[config.mk]
export PLATFORM = sky130hd
export DESIGN_NAME = tof_obstacle_brake_monitor
export DESIGN_NICKNAME = d
export VERILOG_FILES = /design/src/rtl/tobm_pkg.sv /design/src/rtl/tof_obstacle_brake_monitor.sv /design/src/rtl/tobm_point_judge.sv /design/src/rtl/tobm_frame_ctrl.sv
export SDC_FILE = /design/constraint.sdc
export NUM_CORES = 1
export LEC_CHECK = 0
export BUFFER_PORTS_ARGS = -buffer_cell sky130_fd_sc_hd__buf_2
export CAP_MARGIN = 20
export CORE_ASPECT_RATIO = 0.9
export CORE_MARGIN = 5
export CORE_UTILIZATION = 62
export CTS_CLUSTER_DIAMETER = 80
export CTS_CLUSTER_SIZE = 14
export DETAILED_ROUTE_END_ITERATION = 10
export HOLD_SLACK_MARGIN = 0.08
export PLACE_DENSITY = 0.84
export SYNTH_ARGS = -nofsm -noshare
export SYNTH_HDL_FRONTEND = slang
export SYNTH_SLANG_ARGS = --single-unit
export TNS_END_PERCENT = 5
[constraint.sdc]
create_clock -name i_clk -period 7.93 [get_ports i_clk]
set_input_delay 1.1895 -clock i_clk [delete_from_list [all_inputs] [get_ports i_clk]]
set_output_delay 1.1895 -clock i_clk [all_outputs]
set_load 0.01 [all_outputs]
[src/rtl/tobm_pkg.sv]
// Shared types and constants for the obstacle brake monitor.
// No dependencies; imported by every module of the block.
package tobm_pkg;

    localparam int CFG_IDX_W  = 3;
    localparam int CFG_DATA_W = 16;
    localparam int DIST_W     = 15;
    localparam int COUNT_W    = 16;
    localparam int AGE_W      = 16;
    localparam int STREAK_W   = 8;

    localparam logic [DIST_W-1:0]  NONE_MM   = '1;
    localparam logic [COUNT_W-1:0] COUNT_MAX = '1;
    localparam logic [AGE_W-1:0]   AGE_MAX   = '1;

    typedef enum logic [CFG_IDX_W-1:0] {
        REG_AXIS_SELECT    = 3'd0,
        REG_HEIGHT_MIN     = 3'd1,
        REG_HEIGHT_MAX     = 3'd2,
        REG_MIN_DISTANCE   = 3'd3,
        REG_STOP_DISTANCE  = 3'd4,
        REG_MIN_POINTS     = 3'd5,
        REG_CLEAR_FRAMES   = 3'd6,
        REG_FRAME_TIMEOUT  = 3'd7
    } t_reg_idx;

    typedef enum logic {
        OP_POINT = 1'b0,
        OP_TICK  = 1'b1
    } t_opcode;

    typedef enum logic [1:0] {
        AXIS_X    = 2'd0,
        AXIS_Y    = 2'd1,
        AXIS_Z    = 2'd2,
        AXIS_NONE = 2'd3
    } t_axis;

    typedef struct packed {
        logic [5:0]           axis_select;
        logic signed [15:0]   height_min_mm;
        logic signed [15:0]   height_max_mm;
        logic [DIST_W-1:0]    min_distance_mm;
        logic [DIST_W-1:0]    stop_distance_mm;
        logic [COUNT_W-1:0]   points_to_brake;
        logic [STREAK_W-1:0]  frames_to_clear;
        logic [AGE_W-1:0]     frame_timeout_ticks;
    } t_cfg;

    typedef struct packed {
        logic              hit;
        logic [DIST_W-1:0] distance;
    } t_judge;

    typedef struct packed {
        logic               brake_active;
        logic [COUNT_W-1:0] obstacle_count;
        logic [DIST_W-1:0]  nearest_mm;
        logic               data_stale;
    } t_result;

endpackage

[src/rtl/tof_obstacle_brake_monitor.sv]
// Obstacle brake monitor top level: config registers, input and output stages.
// Depends on tobm_pkg, tobm_point_judge and tobm_frame_ctrl.
//
// Input channel (i_in_valid / o_in_ready) carries either a point (x, y, z in mm
// and a last-of-frame flag) or a tick of elapsed time. Every transfer yields
// exactly one result on the output channel (o_out_valid / i_out_ready): brake
// state, latched frame count and nearest distance, and the stale flag.
// The input register feeds the result register, whose valid flag is o_out_valid.
// Throughput: one item per cycle while the receiver does not stall; the point
// window check and the frame update are both done combinationally between the
// input register and the result register.
// A stalled receiver holds the result register; the input register still takes
// one more item, then o_in_ready drops until the result is transferred.
// Config writes (i_cfg_wr_en, i_cfg_index, i_cfg_data) take effect at once and
// are expected only while the block is idle.
// Reset (synchronous, active low) restores register defaults, clears the frame
// statistics and engages the brake; with a nonzero timeout every item reports
// stale until the first frame completes.
module tof_obstacle_brake_monitor #(
    parameter int COORD_BITS = 16
) (
    input  logic                           i_clk,
    input  logic                           i_rst_n,
    input  logic                           i_cfg_wr_en,
    input  logic [tobm_pkg::CFG_IDX_W-1:0]  i_cfg_index,
    input  logic [tobm_pkg::CFG_DATA_W-1:0] i_cfg_data,
    input  logic                           i_in_valid,
    output logic                           o_in_ready,
    input  logic                           i_opcode,
    input  logic signed [COORD_BITS-1:0]   i_point_x,
    input  logic signed [COORD_BITS-1:0]   i_point_y,
    input  logic signed [COORD_BITS-1:0]   i_point_z,
    input  logic                           i_last_point,
    output logic                           o_out_valid,
    input  logic                           i_out_ready,
    output logic                           o_brake_active,
    output logic [tobm_pkg::COUNT_W-1:0]   o_obstacle_count,
    output logic [tobm_pkg::DIST_W-1:0]    o_nearest_mm,
    output logic                           o_data_stale
);
    import tobm_pkg::*;

    t_cfg                         r_cfg;
    logic                         r_in_valid;
    logic                         r_opcode;
    logic signed [COORD_BITS-1:0] r_x, r_y, r_z;
    logic                         r_last;
    logic                         r_out_valid;
    logic                         adv;
    t_judge                       judge;
    t_result                      result;

    // config registers
    always_ff @(posedge i_clk) begin
        if (!i_rst_n) begin
            r_cfg.axis_select         <= 6'd42;
            r_cfg.height_min_mm       <= -16'sd100;
            r_cfg.height_max_mm       <= 16'sd100;
            r_cfg.min_distance_mm     <= DIST_W'(30);
            r_cfg.stop_distance_mm    <= DIST_W'(100);
            r_cfg.points_to_brake     <= COUNT_W'(8);
            r_cfg.frames_to_clear     <= STREAK_W'(3);
            r_cfg.frame_timeout_ticks <= AGE_W'(2000);
        end else if (i_cfg_wr_en) begin
            case (t_reg_idx'(i_cfg_index))
                REG_AXIS_SELECT:   r_cfg.axis_select         <= i_cfg_data[5:0];
                REG_HEIGHT_MIN:    r_cfg.height_min_mm       <= i_cfg_data;
                REG_HEIGHT_MAX:    r_cfg.height_max_mm       <= i_cfg_data;
                REG_MIN_DISTANCE:  r_cfg.min_distance_mm     <= i_cfg_data[DIST_W-1:0];
                REG_STOP_DISTANCE: r_cfg.stop_distance_mm    <= i_cfg_data[DIST_W-1:0];
                REG_MIN_POINTS:    r_cfg.points_to_brake     <= i_cfg_data[COUNT_W-1:0];
                REG_CLEAR_FRAMES:  r_cfg.frames_to_clear     <= i_cfg_data[STREAK_W-1:0];
                REG_FRAME_TIMEOUT: r_cfg.frame_timeout_ticks <= i_cfg_data[AGE_W-1:0];
                default: ;
            endcase
        end
    end

    assign adv        = r_in_valid && (!r_out_valid || i_out_ready);
    assign o_in_ready = !r_in_valid || adv;

    // input stage
    always_ff @(posedge i_clk) begin
        if (!i_rst_n) begin
            r_in_valid <= 1'b0;
        end else if (o_in_ready) begin
            r_in_valid <= i_in_valid;
        end
    end

    always_ff @(posedge i_clk) begin
        if (i_in_valid && o_in_ready) begin
            r_opcode <= i_opcode;
            r_x      <= i_point_x;
            r_y      <= i_point_y;
            r_z      <= i_point_z;
            r_last   <= i_last_point;
        end
    end

    tobm_point_judge #(
        .COORD_BITS (COORD_BITS)
    ) u_judge (
        .i_x     (r_x),
        .i_y     (r_y),
        .i_z     (r_z),
        .i_cfg   (r_cfg),
        .o_judge (judge)
    );

    tobm_frame_ctrl u_ctrl (
        .i_clk        (i_clk),
        .i_rst_n      (i_rst_n),
        .i_en         (adv),
        .i_opcode     (r_opcode),
        .i_last_point (r_last),
        .i_judge      (judge),
        .i_cfg        (r_cfg),
        .o_result     (result)
    );

    // output stage valid
    always_ff @(posedge i_clk) begin
        if (!i_rst_n) begin
            r_out_valid <= 1'b0;
        end else if (adv) begin
            r_out_valid <= 1'b1;
        end else if (i_out_ready) begin
            r_out_valid <= 1'b0;
        end
    end

    assign o_out_valid      = r_out_valid;
    assign o_brake_active   = result.brake_active;
    assign o_obstacle_count = result.obstacle_count;
    assign o_nearest_mm     = result.nearest_mm;
    assign o_data_stale     = result.data_stale;

endmodule

[src/rtl/tobm_point_judge.sv]
// Per-point check: axis selection, negation, z > 0, height and distance windows.
// Depends on tobm_pkg. Purely combinational.
module tobm_point_judge #(
    parameter int COORD_BITS = 16
) (
    input  logic signed [COORD_BITS-1:0] i_x,
    input  logic signed [COORD_BITS-1:0] i_y,
    input  logic signed [COORD_BITS-1:0] i_z,
    input  tobm_pkg::t_cfg               i_cfg,
    output tobm_pkg::t_judge             o_judge
);
    import tobm_pkg::*;

    localparam int CW = ((COORD_BITS > 16) ? COORD_BITS : 16) + 2;

    logic signed [CW-1:0] x_w, y_w, z_w;
    logic signed [CW-1:0] h_val, d_val;
    logic signed [CW-1:0] hmin_w, hmax_w, lo, hi;
    logic signed [CW-1:0] dmin_w, dmax_w;
    logic                 z_pos;

    function automatic logic signed [CW-1:0] pick(
        input logic [1:0]           sel,
        input logic                 neg,
        input logic signed [CW-1:0] a,
        input logic signed [CW-1:0] b,
        input logic signed [CW-1:0] c
    );
        logic signed [CW-1:0] v;
        case (t_axis'(sel))
            AXIS_X:  v = a;
            AXIS_Y:  v = b;
            AXIS_Z:  v = c;
            default: v = '0;
        endcase
        return neg ? -v : v;
    endfunction

    always_comb begin
        x_w    = CW'(i_x);
        y_w    = CW'(i_y);
        z_w    = CW'(i_z);
        hmin_w = CW'($signed(i_cfg.height_min_mm));
        hmax_w = CW'($signed(i_cfg.height_max_mm));
        dmin_w = CW'({1'b0, i_cfg.min_distance_mm});
        dmax_w = CW'({1'b0, i_cfg.stop_distance_mm});
        // reversed window: swap ends
        if (hmax_w < hmin_w) begin
            lo = hmax_w;
            hi = hmin_w;
        end else begin
            lo = hmin_w;
            hi = hmax_w;
        end
        h_val = pick(i_cfg.axis_select[4:3], i_cfg.axis_select[5], x_w, y_w, z_w);
        d_val = pick(i_cfg.axis_select[1:0], i_cfg.axis_select[2], x_w, y_w, z_w);
        z_pos = !i_z[COORD_BITS-1] && (i_z != '0);
        o_judge.hit      = z_pos && (h_val >= lo) && (h_val <= hi)
                           && (d_val >= dmin_w) && (d_val <= dmax_w);
        o_judge.distance = d_val[DIST_W-1:0];
    end

endmodule

[src/rtl/tobm_frame_ctrl.sv]
// Frame statistics, frame age, stale check and brake state, plus result register.
// Depends on tobm_pkg; fed by tobm_point_judge through the top level.
module tobm_frame_ctrl (
    input  logic                      i_clk,
    input  logic                      i_rst_n,
    input  logic                      i_en,
    input  logic                      i_opcode,
    input  logic                      i_last_point,
    input  tobm_pkg::t_judge          i_judge,
    input  tobm_pkg::t_cfg            i_cfg,
    output tobm_pkg::t_result         o_result
);
    import tobm_pkg::*;

    logic [COUNT_W-1:0]  r_run_count, n_run_count;
    logic [DIST_W-1:0]   r_run_near, n_run_near;
    logic [COUNT_W-1:0]  r_lat_count, n_lat_count;
    logic [DIST_W-1:0]   r_lat_near, n_lat_near;
    logic                r_seen, n_seen;
    logic [AGE_W-1:0]    r_age, n_age;
    logic [STREAK_W-1:0] r_streak, n_streak;
    logic                r_brake, n_brake;
    t_result             r_result, n_result;

    logic [COUNT_W-1:0]  acc_count;
    logic [DIST_W-1:0]   acc_near;
    logic [COUNT_W-1:0]  need_pts;
    logic [STREAK_W-1:0] need_clear;
    logic [STREAK_W:0]   streak_inc;
    logic                is_tick, completed, stale;

    always_comb begin
        is_tick    = (t_opcode'(i_opcode) == OP_TICK);
        completed  = !is_tick && i_last_point;
        need_pts   = (i_cfg.points_to_brake == '0) ? COUNT_W'(1)
                                                   : i_cfg.points_to_brake;
        need_clear = (i_cfg.frames_to_clear == '0) ? STREAK_W'(1)
                                                   : i_cfg.frames_to_clear;

        acc_count = r_run_count;
        acc_near  = r_run_near;
        if (!is_tick && i_judge.hit) begin
            if (r_run_count != COUNT_MAX)
                acc_count = r_run_count + COUNT_W'(1);
            if (i_judge.distance < r_run_near)
                acc_near = i_judge.distance;
        end

        n_run_count = acc_count;
        n_run_near  = acc_near;
        n_lat_count = r_lat_count;
        n_lat_near  = r_lat_near;
        n_seen      = r_seen;
        n_age       = r_age;
        if (is_tick) begin
            if (r_age != AGE_MAX)
                n_age = r_age + AGE_W'(1);
        end else if (completed) begin
            n_lat_count = acc_count;
            n_lat_near  = acc_near;
            n_run_count = '0;
            n_run_near  = NONE_MM;
            n_seen      = 1'b1;
            n_age       = '0;
        end

        stale = (i_cfg.frame_timeout_ticks != '0)
                && (!n_seen || (n_age > i_cfg.frame_timeout_ticks));

        streak_inc = {1'b0, r_streak} + (STREAK_W+1)'(1);
        n_streak   = r_streak;
        n_brake    = r_brake;
        if (stale) begin
            n_streak = '0;
            n_brake  = 1'b1;
        end else if (completed) begin
            if (n_lat_count >= need_pts) begin
                n_streak = '0;
                n_brake  = 1'b1;
            end else if (streak_inc < {1'b0, need_clear}) begin
                n_streak = streak_inc[STREAK_W-1:0];
            end else begin
                n_streak = need_clear;
                n_brake  = 1'b0;
            end
        end

        n_result.brake_active   = n_brake;
        n_result.obstacle_count = n_lat_count;
        n_result.nearest_mm     = n_lat_near;
        n_result.data_stale     = stale;
    end

    always_ff @(posedge i_clk) begin
        if (!i_rst_n) begin
            r_run_count <= '0;
            r_run_near  <= NONE_MM;
            r_lat_count <= '0;
            r_lat_near  <= NONE_MM;
            r_seen      <= 1'b0;
            r_age       <= '0;
            r_streak    <= '0;
            r_brake     <= 1'b1;
        end else if (i_en) begin
            r_run_count <= n_run_count;
            r_run_near  <= n_run_near;
            r_lat_count <= n_lat_count;
            r_lat_near  <= n_lat_near;
            r_seen      <= n_seen;
            r_age       <= n_age;
            r_streak    <= n_streak;
            r_brake     <= n_brake;
        end
    end

    always_ff @(posedge i_clk) begin
        if (i_en) begin
            r_result <= n_result;
        end
    end

    assign o_result = r_result;

endmodule
==> results of run 1 <==
worst register-to-register path: cells and delay by family (launching register included):
family          cells  cell delay [ps]
compound gates     16             2970
simple gates        5             2230
fa+ha+maj           2              560
mux                 2              460
flops               1              440
buf+inv             2              410
xor+xnor            1              230
state kept, by name (all words and copies together) (netlist names), 15 cells and up:
register,flops
u_ctrl.r_lat_near,15
u_ctrl.o_result,33
u_ctrl.r_run_count,16
u_ctrl.r_run_near,15
r_z,16
r_y,16
u_ctrl.r_lat_count,16
u_ctrl.r_age,16
r_cfg,108
r_x,16
how the worst max path moves through the flow:
stage / from / cells past startpoint / endpoint
2_1_floorplan: r_cfg[106] / 31 / u_ctrl.r_brake
3_3_place_gp: r_cfg[106] / 27 / u_ctrl.r_brake
3_5_place_dp: r_cfg[106] / 27 / u_ctrl.r_brake
4_1_cts: r_cfg[106] / 27 / u_ctrl.r_brake
5_1_grt: r_cfg[106] / 27 / u_ctrl.r_streak[0]
6_report: r_cfg[103] / 28 / u_ctrl.r_brake
timing repair:
item                                    CTS  global route
resized for setup                         0            11
endpoints found under the setup margin    0            10
setup buffers                             0             6
layer usage:
metal,global-route usage (%),wire length (µm),share of wire [%]
met3,4.01,3450,7.7
met5,0,0,0
met2,47.2,20700,46
met4,8.87,1200,2.7
met1,39.5,19300,43
synthesized netlist by cell type, types with 14 or more instances:
cell type / instances / area [µm²]
sky130_fd_sc_hd__a21boi_0: 79 / 593
sky130_fd_sc_hd__nor3_1: 39 / 195
sky130_fd_sc_hd__clkbuf_1: 76 / 285
sky130_fd_sc_hd__nor4_1: 21 / 131
sky130_fd_sc_hd__or3_1: 14 / 87.6
sky130_fd_sc_hd__a31oi_1: 36 / 225
sky130_fd_sc_hd__mux2i_1: 91 / 911
sky130_fd_sc_hd__nand2_1: 316 / 1190
sky130_fd_sc_hd__a21oi_1: 75 / 375
sky130_fd_sc_hd__xnor2_1: 30 / 263
sky130_fd_sc_hd__inv_1: 116 / 435
sky130_fd_sc_hd__nand3_1: 60 / 300
sky130_fd_sc_hd__a21o_1: 26 / 195
sky130_fd_sc_hd__ha_1: 139 / 1740
sky130_fd_sc_hd__o211ai_1: 34 / 255
sky130_fd_sc_hd__o31ai_1: 14 / 105
sky130_fd_sc_hd__o21ai_0: 112 / 561
sky130_fd_sc_hd__nor2_1: 75 / 282
sky130_fd_sc_hd__and3_1: 18 / 113
sky130_fd_sc_hd__a211oi_1: 17 / 128
sky130_fd_sc_hd__edfxtp_1: 83 / 2490
sky130_fd_sc_hd__dfxtp_1: 198 / 3960
sky130_fd_sc_hd__nor2b_1: 16 / 100
sky130_fd_sc_hd__nand4_1: 34 / 213
cells by family (layout without fill, tap and decap cells):
| group | count (synthesis) | in the layout |
|---|---|---|
| buffers and inverters | 222 | 302 |
| adder cells (fa/ha/maj) | 139 | 139 |
| AND/OR/NAND/NOR | 647 | 647 |
| flip-flops | 281 | 281 |
| AO/OA/AOI/OAI | 469 | 469 |
| XOR/XNOR | 36 | 36 |
| multiplexers | 99 | 99 |
cell type report:
| class | instances | share of cell area [%] |
|---|---|---|
| Clock buffer | 38 | 3.59 |
| Multi-Input combinational cell | 1390 | 51.0 |
| Timing Repair Buffer | 146 | 4.91 |
| Clock inverter | 2 | 0.179 |
| Inverter | 116 | 2.40 |
| Sequential cell | 281 | 35.6 |
| Tap cell | 348 | 2.40 |
power breakdown:
part	total (µW)	switching (µW)	leakage, µW	internal [µW]
combinational	422	263	0.00480	158
sequential	1550	31.5	0.00239	1520
clock	1110	542	0.000326	568
total	3080	837	0.00751	2250
metrics by stage:
| step | setup WS, ps | utilization (%) | instances |
|---|---|---|---|
| finish | 486 | 69.3 | 2321 |
| detailed placement | 127 | 66.1 | 2271 |
| floorplan | 997 | - | 1893 |
| CTS | 52.9 | 68.7 | 2311 |
| global route | 18.5 | 69.3 | 2321 |
| global placement | 393 | 65.9 | 2268 |
==> load_flow_metrics.sql, run 1 <==
INSERT INTO impl_metrics (metric_group, metric, value, unit) VALUES
('synthesis', 'synthAdderAreaFrac', '10.5', '%'),
('critical_path', 'cpLargestDelayFamily', 'compound AO/OA/AOI/OAI gates', ''),
('critical_path', 'setup.worst_path.end_class', 'flop', ''),
('timing', 'tightest_slew', '1040', 'ps'),
('routing', 'wl_per_cell', '19.2', 'µm'),
('routing', 'drt.antenna.violating_nets', '0', ''),
('place', 'dp_hpwl', '31800', 'µm'),
('global_route', 'wire_length_of_the_first_global_routing_pass', '70600', 'µm'),
('final_layout', 'fin_nets', '2172', ''),
('power', 'p_leak', '0.00751', 'µW'),
('synthesis', 'synthesis.area_per_instance', '8.73', 'µm²'),
('synthesis', 'synth-seq-cells', '281', ''),
('critical_path', 'number_of_cells_on_the_worst_reg_to_reg_path', '28', ''),
('worst_hold_path', 'hold_path_end', 'u_ctrl.r_lat_count[0]', ''),
('place', 'io_buffers', '108', ''),
('timing', 'setup_viol_count_final', '0', ''),
('power', 'power.ir.vdd_worst', '0.000211', 'V'),
('critical_path', 'crit-reg2reg-capture', 'u_ctrl.r_brake', ''),
('synthesis', 'complex_gate_fraction_of_the_synthesized_area', '18.8', '%'),
('worst_hold_path', 'worstHoldPathType', 'reg2reg', ''),
('critical_path', 'critical-path-top-cell-by-count', 'sky130_fd_sc_hd__o21ai_0', ''),
('global_route', 'grt_antenna_before_repair', '0', ''),
('final_layout', 'fillCellCount', '2040', ''),
('critical_path', 'timing.critical_path.slowest_stage_cell', 'sky130_fd_sc_hd__or4bb_1', ''),
('worst_hold_path', 'worst_hold_startpoint', 'u_ctrl.r_lat_count[0]', ''),
('floorplan', 'rows', '56', ''),
('critical_path', 'cp.buffers_inverters', '2', ''),
('cts', 'cts_tree', 'built', ''),
('synthesis', 'synth_xor_xnor_area_share', '1.91', '%'),
('timing', 'slew_headroom', '30.5', '%'),
('synthesis', 'syn-cell-area', '16500', 'µm²'),
('critical_path', 'start_kind', 'flop', ''),
('timing', 'holdWs', '462', 'ps'),
('critical_path', 'worst-endpoint-arrival', '7850', 'ps'),
('timing', 'fin_tns_setup', '0', 'ps'),
('synthesis', 'synth-edff-count', '83', ''),
('synthesis', 'synth_sequential_area_ratio', '39.1', '%'),
('power', 'cellPowerDensity', '170', 'nW/µm²'),
('cts', 'clkTransAtPathRegs', '70', 'ps'),
('synthesis', 'number_of_instances_in_the_synthesized_netlist', '1893', ''),
('synthesis', 'post_synth_and_or_nand_nor_area_fraction', '18.4', '%'),
('final_layout', 'multi_input_comb_area', '9260', 'µm²'),
('status', 'status', 'finished clean', ''),
('critical_path', 'critical_path_peak_fanout', '7', ''),
('timing', 'hold_viol_final', '0', ''),
('cts', 'insertion_delay', '540', 'ps'),
('routing', 'drcViolationCount', '0', ''),
('timing', 'finalCritPeriodShare', '93.9', '%'),
('floorplan', 'chipHeight', '165', 'µm'),
('critical_path', 'minimum_setup_slack_among_reg_to_reg_paths', '490', 'ps'),
('cts', 'clkSinkCount', '281', ''),
('floorplan', 'initial_utilization', '63.1', '%'),
('final_layout', 'syn2layout_area_growth', '9.93', '%'),
('routing', 'routed-via-count', '14500', ''),
('timing', 'final.min_clock_period', '7440', 'ps'),
('worst_hold_path', 'hold_depth', '2', ''),
('routing', 'detailedRoute.firstIterationViolations', '1456', ''),
('cts', 'cts_root_buffer', 'sky130_fd_sc_hd__clkbuf_16', ''),
('run', 'cap_viol_max_count', '0', ''),
('routing', 'viasPerCell', '6.25', ''),
('critical_path', 'r2r-start', 'r_cfg[103]', ''),
('critical_path', 'critical-path-max-stage-delay', '620', 'ps'),
('final_layout', 'post_route_cells_drive_above_1_share', '10.6', '%'),
('global_route', 'first_global_vias', '13700', ''),
('critical_path', 'critical_path_required', '8330', 'ps'),
('floorplan', 'die_area', '30000', 'µm²'),
('power', 'power', '3080', 'µW'),
('floorplan', 'floorplan.die.width', '182', 'µm'),
('synthesis', 'synth_fp_nets', '2106', ''),
('global_route', 'global_route.usage.total', '28.7', '%'),
('cts', 'cts_max_path_buffers', '3', '');
No activity file was read; power rests on OpenSTA's default activity.
==> inputs of run 2 (changes only) <==
- CORE_ASPECT_RATIO: 0.9 -> 1.25
- PLACE_DENSITY: 0.84 -> 0.81
==> load_flow_metrics.sql, run 2 (synthesis results as in run 1) <==
INSERT INTO impl_metrics (metric_group, metric, value, unit) VALUES
('status', 'status', 'finished clean', ''),
('global_route', 'globalRouteMet2Util', '48.9', '%'),
('power', 'cellPowerDensity', '169', 'nW/µm²'),
('global_route', 'use_met3', '3.88', '%'),
('critical_path', 'critical_path_start_end_classification', 'reg2reg', ''),
('global_route', 'total_congestion_overflow', '0', ''),
('timing', 'holdWs', '461', 'ps'),
('timing', 'setup_viol_count_final', '0', ''),
('timing', 'fin_worst_skew', '31.6', 'ps'),
('power', 'p_leak', '0.00752', 'µW'),
('critical_path', 'r2r-start', 'r_cfg[103]', ''),
('cts', 'cts_hold_buffers', '0', ''),
('timing', 'final.min_clock_period', '7480', 'ps'),
('cts', 'cts_inserted_buffers', '24', ''),
('final_layout', 'fin_nets', '2171', ''),
('floorplan', 'chipHeight', '193', 'µm'),
('final_layout', 'leading_cell_type_in_the_layout_fill_and_taps_excluded', 'sky130_fd_sc_hd__nand2_1', ''),
('cts', 'clkSinkCount', '281', ''),
('critical_path', 'start_kind', 'flop', ''),
('cts', 'cts-htree-levels', '1', ''),
('final_layout', 'commonest_cells_after_routing_fill_and_taps_aside', 'sky130_fd_sc_hd__nand2_1, sky130_fd_sc_hd__dfxtp_1, sky130_fd_sc_hd__ha_1', ''),
('global_route', 'globalRoute.busiestLayer', 'met2', ''),
('routing', 'route.final.wire_length', '42500', 'µm'),
('routing', 'drt.antenna.violating_nets', '0', ''),
('timing', 'unrepaired_setup_endpoints_after_global_routing', 'no', ''),
('routing', 'routed-via-count', '14200', ''),
('place', 'gp_routability_congestion', '0.966', ''),
('floorplan', 'initial_utilization', '63.1', '%'),
('cts', 'cts_tree', 'built', ''),
('final_layout', 'register_with_the_most_flip_flops', 'r_cfg', ''),
('timing', 'fin_tns_setup', '0', 'ps'),
('critical_path', 'worst-endpoint-arrival', '7870', 'ps'),
('final_layout', 'syn2layout_area_growth', '9.86', '%'),
('final_layout', 'insertedDiodeCount', '0', ''),
('cts', 'clkTransAtPathRegs', '80', 'ps'),
('place', 'io_buffers', '108', ''),
('floorplan', 'rows', '66', ''),
('final_layout', 'largest_register_ff_count', '108', ''),
('place', 'dp_hpwl', '31200', 'µm'),
('cts', 'cts_max_path_buffers', '3', ''),
('timing', 'tightest_slew', '971', 'ps'),
('worst_hold_path', 'worst_hold_startpoint', 'u_ctrl.r_lat_count[0]', ''),
('power', 'power.ir.vdd_worst', '0.000195', 'V'),
('routing', 'first_pass_iteration_count_of_the_detailed_router', '5', ''),
('floorplan', 'boundaryPins', '109', ''),
('global_route', 'maximum_number_of_pins_on_one_net_before_global_route_repair', '127', ''),
('global_route', 'grtUsageMet1', '33.9', '%'),
('floorplan', 'fp.coreArea', '26200', 'µm²'),
('critical_path', 'worstSetupStartpoint', 'r_cfg[103]', ''),
('cts', 'insertion_delay', '540', 'ps'),
('critical_path', 'setup.worst_path.end_class', 'flop', ''),
('routing', 'drcViolationCount', '0', ''),
('global_route', 'global_route.usage.total', '27.8', '%'),
('critical_path', 'critical_path_peak_fanout', '13', ''),
('routing', 'viasPerCell', '6.15', ''),
('final_layout', 'fillCellCount', '2037', ''),
('timing', 'hold_viol_final', '0', ''),
('critical_path', 'critical_path_required', '8320', 'ps'),
('floorplan', 'die_area', '30000', 'µm²'),
('timing', 'finalCritPeriodShare', '94.3', '%'),
('floorplan', 'floorplan.die.width', '156', 'µm'),
('timing', 'slew_headroom', '34.8', '%'),
('worst_hold_path', 'worstHoldPathType', 'reg2reg', ''),
('timing', 'max_freq', '134', 'MHz'),
('global_route', 'wire_length_of_the_first_global_routing_pass', '68500', 'µm'),
('global_route', 'first_global_vias', '13700', ''),
('cts', 'cts_root_buffer', 'sky130_fd_sc_hd__clkbuf_16', ''),
('routing', 'detailedRoute.firstIterationViolations', '883', ''),
('timing', 'final_max_slew_viol_count', '0', ''),
('run', 'cap_viol_max_count', '0', ''),
('routing', 'wl_per_cell', '18.4', 'µm'),
('global_route', 'grt_antenna_before_repair', '0', ''),
('final_layout', 'post_route_cells_drive_above_1_share', '10.6', '%');
[run 2: cell count changes in the layout (fill, tap and decap cells not counted), sizes merged]
cell / delta
buf: -1
clkinv: -1
clkbuf: -1
[run 2: layer usage]
layer | share of wire (%) | routed length, µm
met1 | 40 | 17000
met5 | 0 | 0
met4 | 4.3 | 1830
met3 | 6.5 | 2750
met2 | 49 | 20900
[run 2: worst max-delay path, stage by stage, from the launching register on]
cell	delay, ps
sky130_fd_sc_hd__dfxtp_1	560
sky130_fd_sc_hd__buf_4	280
sky130_fd_sc_hd__mux2i_1	200
sky130_fd_sc_hd__o2bb2ai_1	150
sky130_fd_sc_hd__or3_1	440
sky130_fd_sc_hd__or3_4	380
sky130_fd_sc_hd__o41ai_2	450
sky130_fd_sc_hd__xnor2_2	240
sky130_fd_sc_hd__ha_1	330
sky130_fd_sc_hd__a21o_1	190
sky130_fd_sc_hd__a21oi_1	140
sky130_fd_sc_hd__o21ai_0	130
sky130_fd_sc_hd__a2111oi_0	450
sky130_fd_sc_hd__a211oi_1	120
sky130_fd_sc_hd__or4bb_4	650
sky130_fd_sc_hd__nor3_4	310
sky130_fd_sc_hd__buf_4	240
sky130_fd_sc_hd__a21oi_1	90
sky130_fd_sc_hd__a211o_1	290
sky130_fd_sc_hd__ha_1	200
sky130_fd_sc_hd__a21o_1	160
sky130_fd_sc_hd__a211oi_1	210
sky130_fd_sc_hd__o21ai_0	150
sky130_fd_sc_hd__a21oi_2	200
sky130_fd_sc_hd__o211ai_1	160
sky130_fd_sc_hd__or2_2	360
sky130_fd_sc_hd__o22ai_1	130
sky130_fd_sc_hd__o21ai_0	100
[run 2: layout make-up]
cell class	count	area (µm²)	share of cell area, %
clock inverters	1	16.3	0.0896
flip-flops and latches	281	6460	35.6
clock buffers	37	671	3.69
well taps	340	425	2.34
repair buffers	145	892	4.91
multi-input cells	1390	9260	51.0
inverters	116	435	2.40
[run 2: what timing repair did]
item                                    in CTS  in global routing
endpoints found under the setup margin       0                  9
setup buffers                                0                  0
resized for setup                            0                  9
[run 2: worst paths after layout]
kind              cells past startpoint  slack [ps]                     to
setup reg to reg                     27         450         u_ctrl.r_brake
hold / removal                        2         460  u_ctrl.r_lat_count[0]
hold reg to reg                       2         460  u_ctrl.r_lat_count[0]
setup / recovery                     27         450         u_ctrl.r_brake
[run 2: stage by stage]
stage / util (%) / worst slack [ps] / cells / power, µW / cell area, µm²
2_1_floorplan: - / 997 / 1893 / 1850 / 16500
3_3_place_gp: 66.1 / 294 / 2263 / 1970 / 17300
3_5_place_dp: 66.2 / 138 / 2266 / 1990 / 17300
4_1_cts: 68.8 / 62.2 / 2304 / 3070 / 18000
5_1_grt: 69.4 / 1.22 / 2310 / 3190 / 18200
6_report: 69.4 / 452 / 2310 / 3070 / 18200
[run 2: report_power, final]
part | leakage, µW | switching [µW] | internal (µW)
clock network | 0.000329 | 515 | 580
registers | 0.00239 | 29.5 | 1520
logic | 0.00480 | 263 | 159
